**src/i2cms_pkg.sv**
```systemverilog
// Shared types and constants for the I2C master transfer sequencer.
package i2cms_pkg;

    localparam int BUF_DEPTH = 32;
    localparam int ADDR_W    = $clog2(BUF_DEPTH);
    localparam int CNT_W     = $clog2(BUF_DEPTH + 1);
    localparam int QDEPTH    = 3;
    localparam int QPTR_W    = $clog2(QDEPTH);
    localparam int QCNT_W    = $clog2(QDEPTH + 1);

    typedef enum logic [1:0] {
        CMD_START = 2'd0,
        CMD_EVENT = 2'd1,
        CMD_LOAD  = 2'd2,
        CMD_READ  = 2'd3
    } cmd_t;

    typedef enum logic [2:0] {
        ACT_NONE  = 3'd0,
        ACT_RESET = 3'd1,
        ACT_START = 3'd2,
        ACT_SEND  = 3'd3,
        ACT_STOP  = 3'd4,
        ACT_ACK   = 3'd5,
        ACT_NACK  = 3'd6
    } action_t;

    // Bus status codes with the low three bits dropped.
    typedef enum logic [4:0] {
        ST_START         = 5'h01,
        ST_REP_START     = 5'h02,
        ST_TX_ADDR_ACK   = 5'h03,
        ST_TX_ADDR_NACK  = 5'h04,
        ST_TX_DATA_ACK   = 5'h05,
        ST_TX_DATA_NACK  = 5'h06,
        ST_ARB_LOST      = 5'h07,
        ST_RX_ADDR_ACK   = 5'h08,
        ST_RX_ADDR_NACK  = 5'h09,
        ST_RX_DATA_ACK   = 5'h0A,
        ST_RX_DATA_NACK  = 5'h0B
    } status_t;

    typedef enum logic [1:0] {
        TX_ZERO = 2'd0,
        TX_ADDR = 2'd1,
        TX_BUF  = 2'd2
    } tx_src_t;

    typedef struct packed {
        cmd_t       cmd;
        logic [6:0] slave_addr;
        logic       read_not_write;
        logic [5:0] length;
        logic [7:0] status_code;
        logic [7:0] rx_byte;
        logic [4:0] buf_index;
        logic [7:0] buf_value;
    } in_item_t;

    typedef struct packed {
        action_t    action;
        logic [7:0] tx_byte;
        logic [7:0] buf_read;
        logic       busy_res;
        logic [5:0] remaining;
    } out_item_t;

    typedef struct packed {
        logic              wr_en;
        logic [ADDR_W-1:0] wr_addr;
        logic [7:0]        wr_data;
        logic              rd_en;
        logic [ADDR_W-1:0] rd_addr;
    } buf_req_t;

    typedef struct packed {
        action_t          action;
        tx_src_t          tx_src;
        logic             rd_en;
        logic [7:0]       addr_byte;
        logic             busy;
        logic [CNT_W-1:0] remaining;
    } ctrl_res_t;

endpackage

```
**src/i2cms_ctrl.sv**
```systemverilog
// Transfer state and the per-item bus action decision, with its result register.
module i2cms_ctrl
(
    input  logic                clk,
    input  logic                rst_n,
    input  logic                accept,
    input  i2cms_pkg::in_item_t item,
    output i2cms_pkg::buf_req_t buf_req,
    output logic                res_valid,
    output i2cms_pkg::ctrl_res_t res
);

    localparam logic [i2cms_pkg::CNT_W-1:0] DEPTH_CNT =
        i2cms_pkg::CNT_W'(i2cms_pkg::BUF_DEPTH);
    localparam logic [i2cms_pkg::CNT_W-1:0] ONE_CNT = i2cms_pkg::CNT_W'(1);

    logic [7:0]                  addr_byte_reg, addr_byte_next;
    logic [i2cms_pkg::CNT_W-1:0] left_reg, left_next;
    logic [i2cms_pkg::CNT_W-1:0] ptr_reg, ptr_next;
    logic                        active_reg, active_next;
    logic                        res_valid_reg;
    i2cms_pkg::ctrl_res_t        res_reg, res_next;

    i2cms_pkg::status_t          status;
    logic                        ptr_ok;
    logic [i2cms_pkg::CNT_W-1:0] ptr_adv;
    logic [i2cms_pkg::CNT_W-1:0] left_dec;
    logic [i2cms_pkg::CNT_W-1:0] len_sat;
    logic                        wr_en;
    logic [i2cms_pkg::ADDR_W-1:0] wr_addr;
    logic [7:0]                  wr_data;

    always_comb
    begin
        status   = i2cms_pkg::status_t'(item.status_code[7:3]);
        ptr_ok   = ptr_reg < DEPTH_CNT;
        ptr_adv  = ptr_ok ? ptr_reg + ONE_CNT : ptr_reg;
        left_dec = (left_reg != '0) ? left_reg - ONE_CNT : left_reg;
        len_sat  = (int'(item.length) > i2cms_pkg::BUF_DEPTH) ? DEPTH_CNT
                                                               : i2cms_pkg::CNT_W'(item.length);

        addr_byte_next = addr_byte_reg;
        left_next      = left_reg;
        ptr_next       = ptr_reg;
        active_next    = active_reg;
        wr_en          = 1'b0;
        wr_addr        = ptr_reg[i2cms_pkg::ADDR_W-1:0];
        wr_data        = item.rx_byte;
        res_next       = '0;
        res_next.action = i2cms_pkg::ACT_NONE;
        res_next.tx_src = i2cms_pkg::TX_ZERO;

        unique case (item.cmd)
            i2cms_pkg::CMD_START:
            begin
                addr_byte_next  = {item.slave_addr, item.read_not_write};
                left_next       = len_sat;
                ptr_next        = '0;
                active_next     = 1'b1;
                res_next.action = i2cms_pkg::ACT_START;
            end
            i2cms_pkg::CMD_EVENT:
            begin
                if (active_reg)
                begin
                    unique case (status)
                        i2cms_pkg::ST_START, i2cms_pkg::ST_REP_START:
                        begin
                            res_next.action = i2cms_pkg::ACT_SEND;
                            res_next.tx_src = i2cms_pkg::TX_ADDR;
                        end
                        i2cms_pkg::ST_RX_DATA_ACK:
                        begin
                            wr_en     = ptr_ok;
                            ptr_next  = ptr_adv;
                            left_next = left_dec;
                            res_next.action = (left_dec > ONE_CNT) ? i2cms_pkg::ACT_ACK
                                                                   : i2cms_pkg::ACT_NACK;
                        end
                        i2cms_pkg::ST_RX_ADDR_ACK:
                        begin
                            res_next.action = (left_reg > ONE_CNT) ? i2cms_pkg::ACT_ACK
                                                                   : i2cms_pkg::ACT_NACK;
                        end
                        i2cms_pkg::ST_RX_DATA_NACK:
                        begin
                            // The final byte is stored but the pointer stays put.
                            wr_en           = ptr_ok;
                            left_next       = left_dec;
                            res_next.action = i2cms_pkg::ACT_STOP;
                        end
                        i2cms_pkg::ST_TX_ADDR_ACK, i2cms_pkg::ST_TX_DATA_ACK:
                        begin
                            if (left_reg != '0)
                            begin
                                left_next       = left_dec;
                                ptr_next        = ptr_adv;
                                res_next.action = i2cms_pkg::ACT_SEND;
                                res_next.tx_src = ptr_ok ? i2cms_pkg::TX_BUF
                                                         : i2cms_pkg::TX_ZERO;
                            end
                            else
                            begin
                                res_next.action = i2cms_pkg::ACT_STOP;
                            end
                        end
                        i2cms_pkg::ST_TX_ADDR_NACK, i2cms_pkg::ST_TX_DATA_NACK,
                        i2cms_pkg::ST_RX_ADDR_NACK:
                        begin
                            res_next.action = i2cms_pkg::ACT_STOP;
                        end
                        i2cms_pkg::ST_ARB_LOST:
                        begin
                            res_next.action = i2cms_pkg::ACT_START;
                        end
                        default:
                        begin
                            res_next.action = i2cms_pkg::ACT_RESET;
                        end
                    endcase
                    if (res_next.action == i2cms_pkg::ACT_STOP ||
                        res_next.action == i2cms_pkg::ACT_RESET)
                    begin
                        active_next = 1'b0;
                    end
                end
            end
            i2cms_pkg::CMD_LOAD:
            begin
                wr_en   = 1'b1;
                wr_addr = i2cms_pkg::ADDR_W'(item.buf_index);
                wr_data = item.buf_value;
            end
            i2cms_pkg::CMD_READ:
            begin
                res_next.rd_en = 1'b1;
            end
            default:
            begin
                res_next.action = i2cms_pkg::ACT_NONE;
            end
        endcase

        res_next.addr_byte = addr_byte_reg;
        res_next.busy      = active_next;
        res_next.remaining = left_next;

        buf_req.wr_en   = accept && wr_en;
        buf_req.wr_addr = wr_addr;
        buf_req.wr_data = wr_data;
        buf_req.rd_en   = accept;
        buf_req.rd_addr = (item.cmd == i2cms_pkg::CMD_READ)
                          ? i2cms_pkg::ADDR_W'(item.buf_index)
                          : ptr_reg[i2cms_pkg::ADDR_W-1:0];
    end

    always_ff @(posedge clk or negedge rst_n)
    begin
        if (!rst_n)
        begin
            addr_byte_reg <= '0;
            left_reg      <= '0;
            ptr_reg       <= '0;
            active_reg    <= 1'b0;
            res_valid_reg <= 1'b0;
        end
        else
        begin
            res_valid_reg <= accept;
            if (accept)
            begin
                addr_byte_reg <= addr_byte_next;
                left_reg      <= left_next;
                ptr_reg       <= ptr_next;
                active_reg    <= active_next;
            end
        end
    end

    always_ff @(posedge clk)
    begin
        if (accept)
        begin
            res_reg <= res_next;
        end
    end

    assign res_valid = res_valid_reg;
    assign res       = res_reg;

endmodule

```
**src/i2cms_buf.sv**
```systemverilog
// Transfer data buffer: one write port and one registered read port.
module i2cms_buf
(
    input  logic                clk,
    input  i2cms_pkg::buf_req_t req,
    output logic [7:0]          rdata
);

    logic [7:0] mem [i2cms_pkg::BUF_DEPTH];
    logic [7:0] rdata_reg;

    always_ff @(posedge clk)
    begin
        if (req.wr_en)
        begin
            mem[req.wr_addr] <= req.wr_data;
        end
        if (req.rd_en)
        begin
            rdata_reg <= mem[req.rd_addr];
        end
    end

    assign rdata = rdata_reg;

endmodule

```
**src/i2cms_outq.sv**
```systemverilog
// Small result queue that decouples the decision stage from a stalling receiver.
module i2cms_outq
(
    input  logic                         clk,
    input  logic                         rst_n,
    input  logic                         push,
    input  i2cms_pkg::out_item_t         push_item,
    output logic                         valid,
    input  logic                         stall,
    output i2cms_pkg::out_item_t         item,
    output logic [i2cms_pkg::QCNT_W-1:0] level
);

    localparam logic [i2cms_pkg::QPTR_W-1:0] LAST_PTR = i2cms_pkg::QPTR_W'(i2cms_pkg::QDEPTH - 1);
    localparam logic [i2cms_pkg::QPTR_W-1:0] ONE_PTR  = i2cms_pkg::QPTR_W'(1);
    localparam logic [i2cms_pkg::QCNT_W-1:0] ONE_CNT  = i2cms_pkg::QCNT_W'(1);

    i2cms_pkg::out_item_t              q_reg [i2cms_pkg::QDEPTH];
    logic [i2cms_pkg::QPTR_W-1:0]      wr_ptr_reg, wr_ptr_next;
    logic [i2cms_pkg::QPTR_W-1:0]      rd_ptr_reg, rd_ptr_next;
    logic [i2cms_pkg::QCNT_W-1:0]      count_reg, count_next;
    logic                              pop;

    always_comb
    begin
        pop         = (count_reg != '0) && !stall;
        wr_ptr_next = push ? ((wr_ptr_reg == LAST_PTR) ? '0 : wr_ptr_reg + ONE_PTR)
                           : wr_ptr_reg;
        rd_ptr_next = pop ? ((rd_ptr_reg == LAST_PTR) ? '0 : rd_ptr_reg + ONE_PTR)
                          : rd_ptr_reg;
        count_next  = count_reg;
        if (push && !pop)
        begin
            count_next = count_reg + ONE_CNT;
        end
        else if (pop && !push)
        begin
            count_next = count_reg - ONE_CNT;
        end
    end

    always_ff @(posedge clk or negedge rst_n)
    begin
        if (!rst_n)
        begin
            wr_ptr_reg <= '0;
            rd_ptr_reg <= '0;
            count_reg  <= '0;
        end
        else
        begin
            wr_ptr_reg <= wr_ptr_next;
            rd_ptr_reg <= rd_ptr_next;
            count_reg  <= count_next;
        end
    end

    always_ff @(posedge clk)
    begin
        if (push)
        begin
            q_reg[wr_ptr_reg] <= push_item;
        end
    end

    assign valid = count_reg != '0;
    assign item  = q_reg[rd_ptr_reg];
    assign level = count_reg;

endmodule

```
**src/i2c_master_transfer_sequencer.sv**
```systemverilog
// Top level of the I2C master transfer sequencer.
//
// Input channel (item_valid / item_stall / item): one command per item: start
// a transfer, report a bus status event, load a buffer byte or read one back.
// Output channel (result_valid / result_stall / result): exactly one result
// per accepted item, in order: the bus action to take, the byte to send, the
// buffer byte read, the busy flag and the bytes still to move.
// The result is registered in the decision stage and then passes through the
// result queue before result_valid rises; one item is accepted every cycle
// while item_stall is low. The decision is a single
// registered pass, and the buffer byte comes from the registered read port
// of the 32-entry data buffer, read at the accepting edge.
// A three-entry result queue sits behind the decision stage. item_stall rises
// only when the queue and the stage together hold three results, so a
// receiver that stalls for a while stops intake after up to three items.
// Reset clears the transfer state, the queue and all valid flags; buffer
// contents are undefined until written.
module i2c_master_transfer_sequencer
(
    input  logic                  clk,
    input  logic                  rst_n,
    input  logic                  item_valid,
    output logic                  item_stall,
    input  i2cms_pkg::in_item_t   item,
    output logic                  result_valid,
    input  logic                  result_stall,
    output i2cms_pkg::out_item_t  result
);

    logic                          accept;
    i2cms_pkg::buf_req_t           buf_req;
    logic                          res_valid;
    i2cms_pkg::ctrl_res_t          res;
    logic [7:0]                    rdata;
    i2cms_pkg::out_item_t          push_item;
    logic [i2cms_pkg::QCNT_W-1:0]  level;

    assign item_stall = (int'(level) + int'(res_valid)) >= i2cms_pkg::QDEPTH;
    assign accept     = item_valid && !item_stall;

    i2cms_ctrl u_ctrl
    (
        .clk       (clk),
        .rst_n     (rst_n),
        .accept    (accept),
        .item      (item),
        .buf_req   (buf_req),
        .res_valid (res_valid),
        .res       (res)
    );

    i2cms_buf u_buf
    (
        .clk   (clk),
        .req   (buf_req),
        .rdata (rdata)
    );

    always_comb
    begin
        push_item.action = res.action;
        unique case (res.tx_src)
            i2cms_pkg::TX_ADDR: push_item.tx_byte = res.addr_byte;
            i2cms_pkg::TX_BUF:  push_item.tx_byte = rdata;
            default:            push_item.tx_byte = '0;
        endcase
        push_item.buf_read  = res.rd_en ? rdata : '0;
        push_item.busy_res  = res.busy;
        push_item.remaining = 6'(res.remaining);
    end

    i2cms_outq u_outq
    (
        .clk       (clk),
        .rst_n     (rst_n),
        .push      (res_valid),
        .push_item (push_item),
        .valid     (result_valid),
        .stall     (result_stall),
        .item      (result),
        .level     (level)
    );

endmodule

```
**config.mk**
```make
export PLATFORM = sky130hd
export DESIGN_NAME = i2c_master_transfer_sequencer
export DESIGN_NICKNAME = d
export VERILOG_FILES = /design/src/i2cms_pkg.sv /design/src/i2cms_ctrl.sv /design/src/i2cms_buf.sv /design/src/i2cms_outq.sv /design/src/i2c_master_transfer_sequencer.sv
export SDC_FILE = /design/constraint.sdc
export NUM_CORES = 1
export LEC_CHECK = 0
export BUFFER_PORTS_ARGS = -buffer_cell sky130_fd_sc_hd__buf_2
export CAP_MARGIN = 25
export CORE_MARGIN = 8
export CORE_UTILIZATION = 25
export DETAILED_ROUTE_END_ITERATION = 7
export SYNTH_ARGS = -nofsm -noshare
export SYNTH_HDL_FRONTEND = slang
export SYNTH_HIERARCHICAL = 1
export SYNTH_SLANG_ARGS = --single-unit
export TNS_END_PERCENT = 30
```
**constraint.sdc**
```tcl
create_clock -name clk -period 5.84 [get_ports clk]
set_clock_uncertainty 0.1 [all_clocks]
set_input_delay 0.292 -clock clk [delete_from_list [all_inputs] [get_ports clk]]
set_output_delay 0.292 -clock clk [all_outputs]
set_load 0.005 [all_outputs]
```
==> impl_metrics.py, run 1 <==
metrics = {
    "setup_path": {
        "crit_path_end_kind": "flip-flop",
        "cp.arrival_ns": 3.64,
        "critPathKind": "reg2reg",
        "r2r_start": "u_outq/level[0]$_DFFE_PN0P_",
        "cp_max_fo": 8,
        "reg2reg_setup_slack_ns": 2.25,
        "worstSetupStartpoint": "u_outq/level[0]$_DFFE_PN0P_",
        "worstPathRequired_ns": 5.89,
        "reg2reg_to": "u_buf/mem[4][4]$_DFFE_PP_",
        "rr_worst_depth": 8,
        "cp-start-kind": "flip-flop",
        "critPathCapture": "u_buf/mem[4][4]$_DFFE_PP_",
    },
    "power_and_ir_drop": {
        "power_leakage_nw": 6.137,
        "switchingPower_w": 0.002005,
        "clockPowerShare_pct": 34.5,
        "share_comb_of_total_power_pct": 18.1,
        "power_density_mw_per_mm2": 410.8,
        "seqPwrFrac_pct": 47.3,
        "ir_drop_mv": 0.2125,
        "swShare_pct": 25.82,
        "intPower_w": 0.005760,
    },
    "synthesis": {
        "synth_area_per_cell_um2": 18.48,
        "synthSimpleGateAreaFrac_pct": 5.080,
        "yosys-top-cells-area": "edfxtp_1, mux4_2, dfrtp_1",
        "synth_area_leader_cell": "edfxtp_1",
        "yosysSeqAreaShare_pct": 72.24,
        "synth-adder-area-share_pct": 1.013,
        "yosysUniqueCellTypes": 60,
        "synth_mux_area_share_pct": 15.77,
        "netlist_area_mm2": 0.01606,
        "yosysTopAreaCellShare_pct": 67.88,
        "yosys_warnings": 6,
        "synth_cells": 869,
        "synth_edf_count": 363,
        "async_flop_share_pct": 7.161,
        "synth_compound_area_share_pct": 3.405,
        "synth.most_common_cell": "edfxtp_1",
        "synth_nets": 931,
        "synth-seq-cells": 391,
        "synth-main-ff-cell": "edfxtp_1",
        "yosys-top-cells-count": "edfxtp_1, mux4_2, nor2_1",
        "synthXorXnorAreaFrac_pct": 0.5454,
        "synth_top_family_by_area": "multiplexers",
    },
    "clock_tree": {
        "cts_made_buffers": 41,
        "cts_max_level": 2,
        "postCtsSetupRepairBufs": 0,
        "cts.path.max_buffers": 3,
        "cts_tree": "done",
        "cts_root_buf": "clkbuf_16",
        "cts.sink_count": 391,
        "insertion_delay_ns": 0.53,
        "clk_pin_slew_ns": 0.06,
    },
    "finish": {
        "area_growth_pct": 17.69,
        "regArea_mm2": 0.01160,
        "largest_reg_flops": 256,
        "drive_above_1_share_pct": 28.17,
        "fillers": 6271,
        "instances_no_fill": 1852,
        "finalNetCount": 1025,
        "multi_input_area_mm2": 0.004169,
    },
    "floorplan": {
        "core_mm2": 0.06400,
        "die_w_um": 269.5,
        "die_h_um": 269.5,
        "io_pins": 77,
        "start_util_pct": 25.09,
        "dieArea_mm2": 0.07260,
        "placementRows": 93,
    },
    "timing": {
        "finalSetupViolCount": 0,
        "slew_viol_final": 0,
        "hold_violations": 0,
        "slew_headroom_pct": 32.96,
        "fin_setup_tns_ns": 0,
        "finalCriticalPeriod_ns": 3.589,
        "rsz0062_at_grt": "no",
        "fin_crit_sh_pct": 61.46,
        "tightest_slew_ns": 1.002,
        "maxClockFrequency_ghz": 0.2786,
    },
    "grt": {
        "grt_pass1_wl_um": 50480,
        "grt_max_degree": 53,
        "antenna_found_initial": 2,
        "grt_pass1_vias": 8167,
        "gr-usage-all-layers_pct": 8.906,
        "overflow": 0,
    },
    "route": {
        "drt_wl_total_um": 33370,
        "wl_per_cell_um": 18.02,
        "first_pass_iters": 6,
        "drt-initial-drc-count": 659,
        "vias": 8091,
        "drc": 0,
        "ant_nets": 0,
        "viasPerCell": 4.369,
    },
    "placement": {
        "port_buffers": 73,
        "gp_congestion": 0.7603,
        "place_hpwl_um": 21850,
        "dp_cells": 1760,
    },
    "run_status": {
        "status": "finished clean",
    },
    "run": {
        "max_cap_viol_count": 0,
    },
    "hold_path": {
        "hp-class": "in2reg",
    },
}
## layer usage
layer	up-vias	track usage (%)	share of wire (%)
li1	3647	-	-
met1	4162	12.08	45
met2	236	14.03	46
met3	46	2.638	7.3
met4	0	1.969	1.5
met5	-	0	0
## layout by cell type (no fill, tap or decap), types with 6 or more instances in the layout
cell             n
nand3b_1         7
a22oi_2          8
dfrtp_1         28
buf_4            7
mux2i_1         31
bufinv_16        7
dlygate4sd3_1   14
mux4_2          80
clkbuf_16       41
and2_1           8
xor2_1           8
edfxtp_1       363
mux2_2          35
nand2_1         48
nand3_1          7
clkbuf_1         6
clkinv_1         8
a21oi_1          6
o21ai_0          6
inv_1           14
ha_1            13
o21ai_1         28
buf_2           73
nor2b_1          8
nor2_1          63
## logic make-up (layout without fill, tap and decap cells)
group / Yosys count / in the layout
simple gates: 172 / 172
mux: 148 / 148
xor+xnor: 10 / 10
buf+inv: 59 / 184
other cells: 0 / 3
fa+ha+maj: 13 / 13
flops: 391 / 391
compound gates: 76 / 76
## timing repair
item | in CTS | in global routing
hold buffers | 14 | 0
resized for setup | 0 | 0
hold endpoints to repair | 41 | 0
## layout make-up
| class | count | share of cell area (%) |
|---|---|---|
| multi-input cells | 419 | 22.06 |
| well taps | 855 | 5.660 |
| inverters | 14 | 0.2780 |
| clock buffers | 50 | 5.766 |
| clock inverters | 24 | 1.655 |
| flip-flops and latches | 391 | 61.38 |
| diodes | 3 | 0.03972 |
| repair buffers | 96 | 3.164 |
## through the flow
stage / hold slack [ns] / area [um^2] / power (W) / utilization, % / worst slack [ns]
CTS: 0.002856 / 18890 / 0.007867 / 29.51 / 2.254
global route: 0.05348 / 18890 / 0.008122 / 29.52 / 2.129
floorplan: -0.1036 / 16060 / 0.004718 / - / 1.460
detailed placement: 0.2888 / 17340 / 0.005173 / 27.10 / 2.062
global placement: 0.2818 / 17340 / 0.005140 / 27.10 / 2.066
finish: 0.02800 / 18900 / 0.007765 / 29.53 / 2.251
## worst max-delay path: stages (launching register included)
cell     delay, ns
dfrtp_1       0.44
ha_1          0.21
ha_1          0.26
a21o_1        0.19
nor2_4        0.14
nand2_1       0.08
nor2_1        0.34
or3b_2        0.62
nor2_1        0.81
## worst min-delay path by stage
| stage | from | to | slack, ns | depth (start not counted) |
|---|---|---|---|---|
| 3_5_place_dp | rst_n | u_outq/rd_ptr_reg[0]$_DFFE_PN0P_ | 0.29 | 1 |
| 3_3_place_gp | rst_n | u_ctrl/left_reg[1]$_DFFE_PN0P_ | 0.28 | 1 |
| 6_report | item[29] | u_ctrl/res[0]$_DFFE_PP_ | 0.03 | 3 |
| 5_1_grt | item[29] | u_ctrl/res[0]$_DFFE_PP_ | 0.05 | 3 |
| 2_1_floorplan | rst_n | u_ctrl/active_reg$_DFFE_PN0P_ | -0.10 | 0 |
| 4_1_cts | item[29] | u_ctrl/res[0]$_DFFE_PP_ | 0.003 | 3 |
## power by group through the flow
stage	sequential [W]	clock [W]	combinational (W)
global route	0.00371	0.00285	0.00157
floorplan	0.00367	0	0.00105
CTS	0.00368	0.00274	0.00145
detailed placement	0.00374	0	0.00144
global placement	0.00372	0	0.00142
finish	0.00368	0.00268	0.00141
Note: power is estimated with default switching activity, not from simulation.
==> run 2, diff against run 1 <==
ABC_AREA = 1   (was unset)
clock period = 3.1 ns   (was 5.84 ns; I/O delays follow)
==> impl_metrics.py, run 2 <==
metrics = {
    "run_status": {
        "status": "finished clean",
    },
    "timing": {
        "fin_setup_tns_ns": 0,
        "slew_viol_final": 0,
        "slew_headroom_pct": 40.34,
        "hold_slack_ns": 0.04186,
        "finalCriticalPeriod_ns": 2.755,
        "tightest_slew_ns": 0.8855,
        "maxClockFrequency_ghz": 0.3630,
        "hold_violations": 0,
        "fin_crit_sh_pct": 88.87,
        "finalSetupViolCount": 0,
        "rsz0062_at_grt": "no",
    },
    "power_and_ir_drop": {
        "ir_drop_mv": 0.3894,
        "swShare_pct": 33.46,
        "share_comb_of_total_power_pct": 27.9,
        "clockPowerShare_pct": 29.8,
        "power_density_mw_per_mm2": 835.5,
        "intPower_w": 0.01103,
        "p_total_w": 0.01657,
        "power_leakage_nw": 7.515,
        "seqPwrFrac_pct": 42.3,
        "switchingPower_w": 0.005545,
    },
    "hold_path": {
        "hp-class": "in2reg",
        "hold_start": "item[27]",
    },
    "placement": {
        "port_buffers": 73,
        "gp_congestion": 0.8737,
        "place_hpwl_um": 25500,
        "placed_area_mm2": 0.01829,
    },
    "route": {
        "first_pass_iters": 6,
        "drc": 0,
        "drt_wl_total_um": 39230,
        "viasPerCell": 4.421,
        "vias": 11220,
        "ant_nets": 0,
        "drt-initial-drc-count": 853,
        "wl_per_cell_um": 15.46,
    },
    "floorplan": {
        "dieArea_mm2": 0.07579,
        "die_h_um": 275.3,
        "die_w_um": 275.3,
        "core_mm2": 0.06692,
        "start_util_pct": 25.12,
        "placementRows": 95,
        "io_pins": 77,
    },
    "clock_tree": {
        "cts_tree": "done",
        "cts.repair.resized": 0,
        "insertion_delay_ns": 0.54,
        "cts.sink_count": 391,
        "cts_max_level": 2,
        "cts_root_buf": "clkbuf_16",
        "cts.path.max_buffers": 3,
        "cts_made_buffers": 40,
        "clk_pin_slew_ns": 0.06,
    },
    "finish": {
        "final_cell_mix": "nand2_1, edfxtp_1, nand3_1",
        "layout_commonest_cell": "nand2_1",
        "finalNetCount": 1696,
        "num_antenna_cells": 0,
        "area_growth_pct": 17.99,
        "largest_reg_flops": 256,
        "final_util_pct": 29.64,
        "design_area_mm2": 0.01983,
        "drive_above_1_share_pct": 15.74,
    },
    "setup_path": {
        "cp_max_fo": 8,
        "worstSetupStartpoint": "u_ctrl/res_valid$_DFF_PN0_",
        "r2r_start": "u_ctrl/res_valid$_DFF_PN0_",
        "reg2reg_setup_slack_ns": 0.35,
        "cp.arrival_ns": 2.88,
        "worstPathRequired_ns": 3.23,
        "critPathKind": "reg2reg",
        "crit_path_end_kind": "flip-flop",
        "cp-start-kind": "flip-flop",
    },
    "grt": {
        "grt_max_degree": 129,
        "grt_pass1_wl_um": 60550,
        "overflow": 0,
        "antenna_found_initial": 1,
        "grt_pass1_vias": 10841,
        "gr-usage-all-layers_pct": 10.15,
    },
    "synthesis": {
        "synth.most_common_cell": "nand2_1",
        "synth_area_leader_cell": "edfxtp_1",
        "yosysTopAreaCellShare_pct": 64.85,
        "synth-seq-cells": 391,
        "synth_cells": 1510,
        "synth_edf_count": 363,
        "yosys_warnings": 6,
        "yosys-top-cells-area": "edfxtp_1, nand2_1, nand3_1",
        "yosysSeqAreaShare_pct": 69.01,
        "synth-main-ff-cell": "edfxtp_1",
        "yosys-top-cells-count": "nand2_1, edfxtp_1, nand3_1",
        "synth_area_per_cell_um2": 11.13,
        "async_flop_share_pct": 7.161,
        "netlist_area_mm2": 0.01681,
        "synth_nets": 1572,
        "yosysUniqueCellTypes": 31,
    },
    "run": {
        "max_cap_viol_count": 0,
    },
}
[run 2: changes by cell type after synthesis, moves of 17 or more]
cell     delta
nand3_1   +248
nand2_2    +17
nor2_1     -19
mux2i_1    -31
mux4_2     -80
nand2_1   +512
mux2_2     -28
inv_1      +39
buf_6      +22
o21ai_1    -21
[run 2: path summary, 6_finish.rpt]
| check | to | depth (start not counted) |
|---|---|---|
| worst max-delay path | u_buf/mem[13][7]$_DFFE_PP_ | 11 |
| worst min-delay path | u_ctrl/active_reg$_DFFE_PN0P_ | 6 |
| worst max register to register | u_buf/mem[13][7]$_DFFE_PP_ | 11 |
| worst min register to register | u_ctrl/res[11]$_DFFE_PP_ | 0 |
| max in group asynchronous | u_ctrl/ptr_reg[3]$_DFFE_PN0P_ | 2 |
| min in group asynchronous | u_outq/level[0]$_DFFE_PN0P_ | 2 |
[run 2: cells by family (layout without fill, tap and decap cells)]
| group | after synthesis | after routing | synth area share (%) |
|---|---|---|---|
| buf+inv | 138 | 293 | 4.607 |
| simple gates | 906 | 906 | 22.94 |
| xor+xnor | 2 | 2 | 0.1042 |
| compound gates | 52 | 52 | 1.831 |
| fa+ha+maj | 13 | 13 | 0.9676 |
| mux | 8 | 8 | 0.5359 |
| flops | 391 | 391 | 69.01 |
[run 2: critical path, cell delays in order (launching register included)]
cell and delay (ns):
dfrtp_1 0.44, ha_1 0.23, ha_1 0.27, nand2_1 0.06
nand2_1 0.10, nor2_4 0.13, inv_1 0.13, nor2_1 0.33
nand3_1 0.12, buf_4 0.22, nor2_1 0.12, buf_4 0.19
[run 2: through the flow]
stage	setup slack, ns	std cells
final	0.3451	2538
after global routing	0.1205	2538
after CTS	0.3238	2538
after detailed placement	0.3406	2446
after global placement	0.3722	2445
after floorplan	0.1322	1510
[run 2: power groups by stage]
stage | registers [W] | clock network, W | logic [W]
3_5_place_dp | 0.00712 | 0 | 0.00464
2_1_floorplan | 0.00700 | 0 | 0.00329
4_1_cts | 0.00701 | 0.00505 | 0.00467
6_report | 0.00701 | 0.00493 | 0.00463
3_3_place_gp | 0.00709 | 0 | 0.00453
5_1_grt | 0.00708 | 0.00524 | 0.00518
[run 2: layout make-up]
class | count | area, um^2
tap | 873 | 1092
clock buffer | 48 | 1051
multi-input combinational | 981 | 4471
inverter | 69 | 260.3
timing repair buffer | 151 | 1056
fill | 6751 | 47090
clock inverter | 25 | 302.8
sequential | 391 | 11600
[run 2: routing by layer]
layer | global-route usage (%) | part of all wire [%]
met1 | 12.66 | 43
met2 | 17.60 | 48
met3 | 1.888 | 5.7
met4 | 3.344 | 2.5
met5 | 0 | 0.031
[run 2: what timing repair did]
action	in CTS	in global routing
hold endpoints to repair	51	0
hold buffers	19	0
setup buffers	0	0
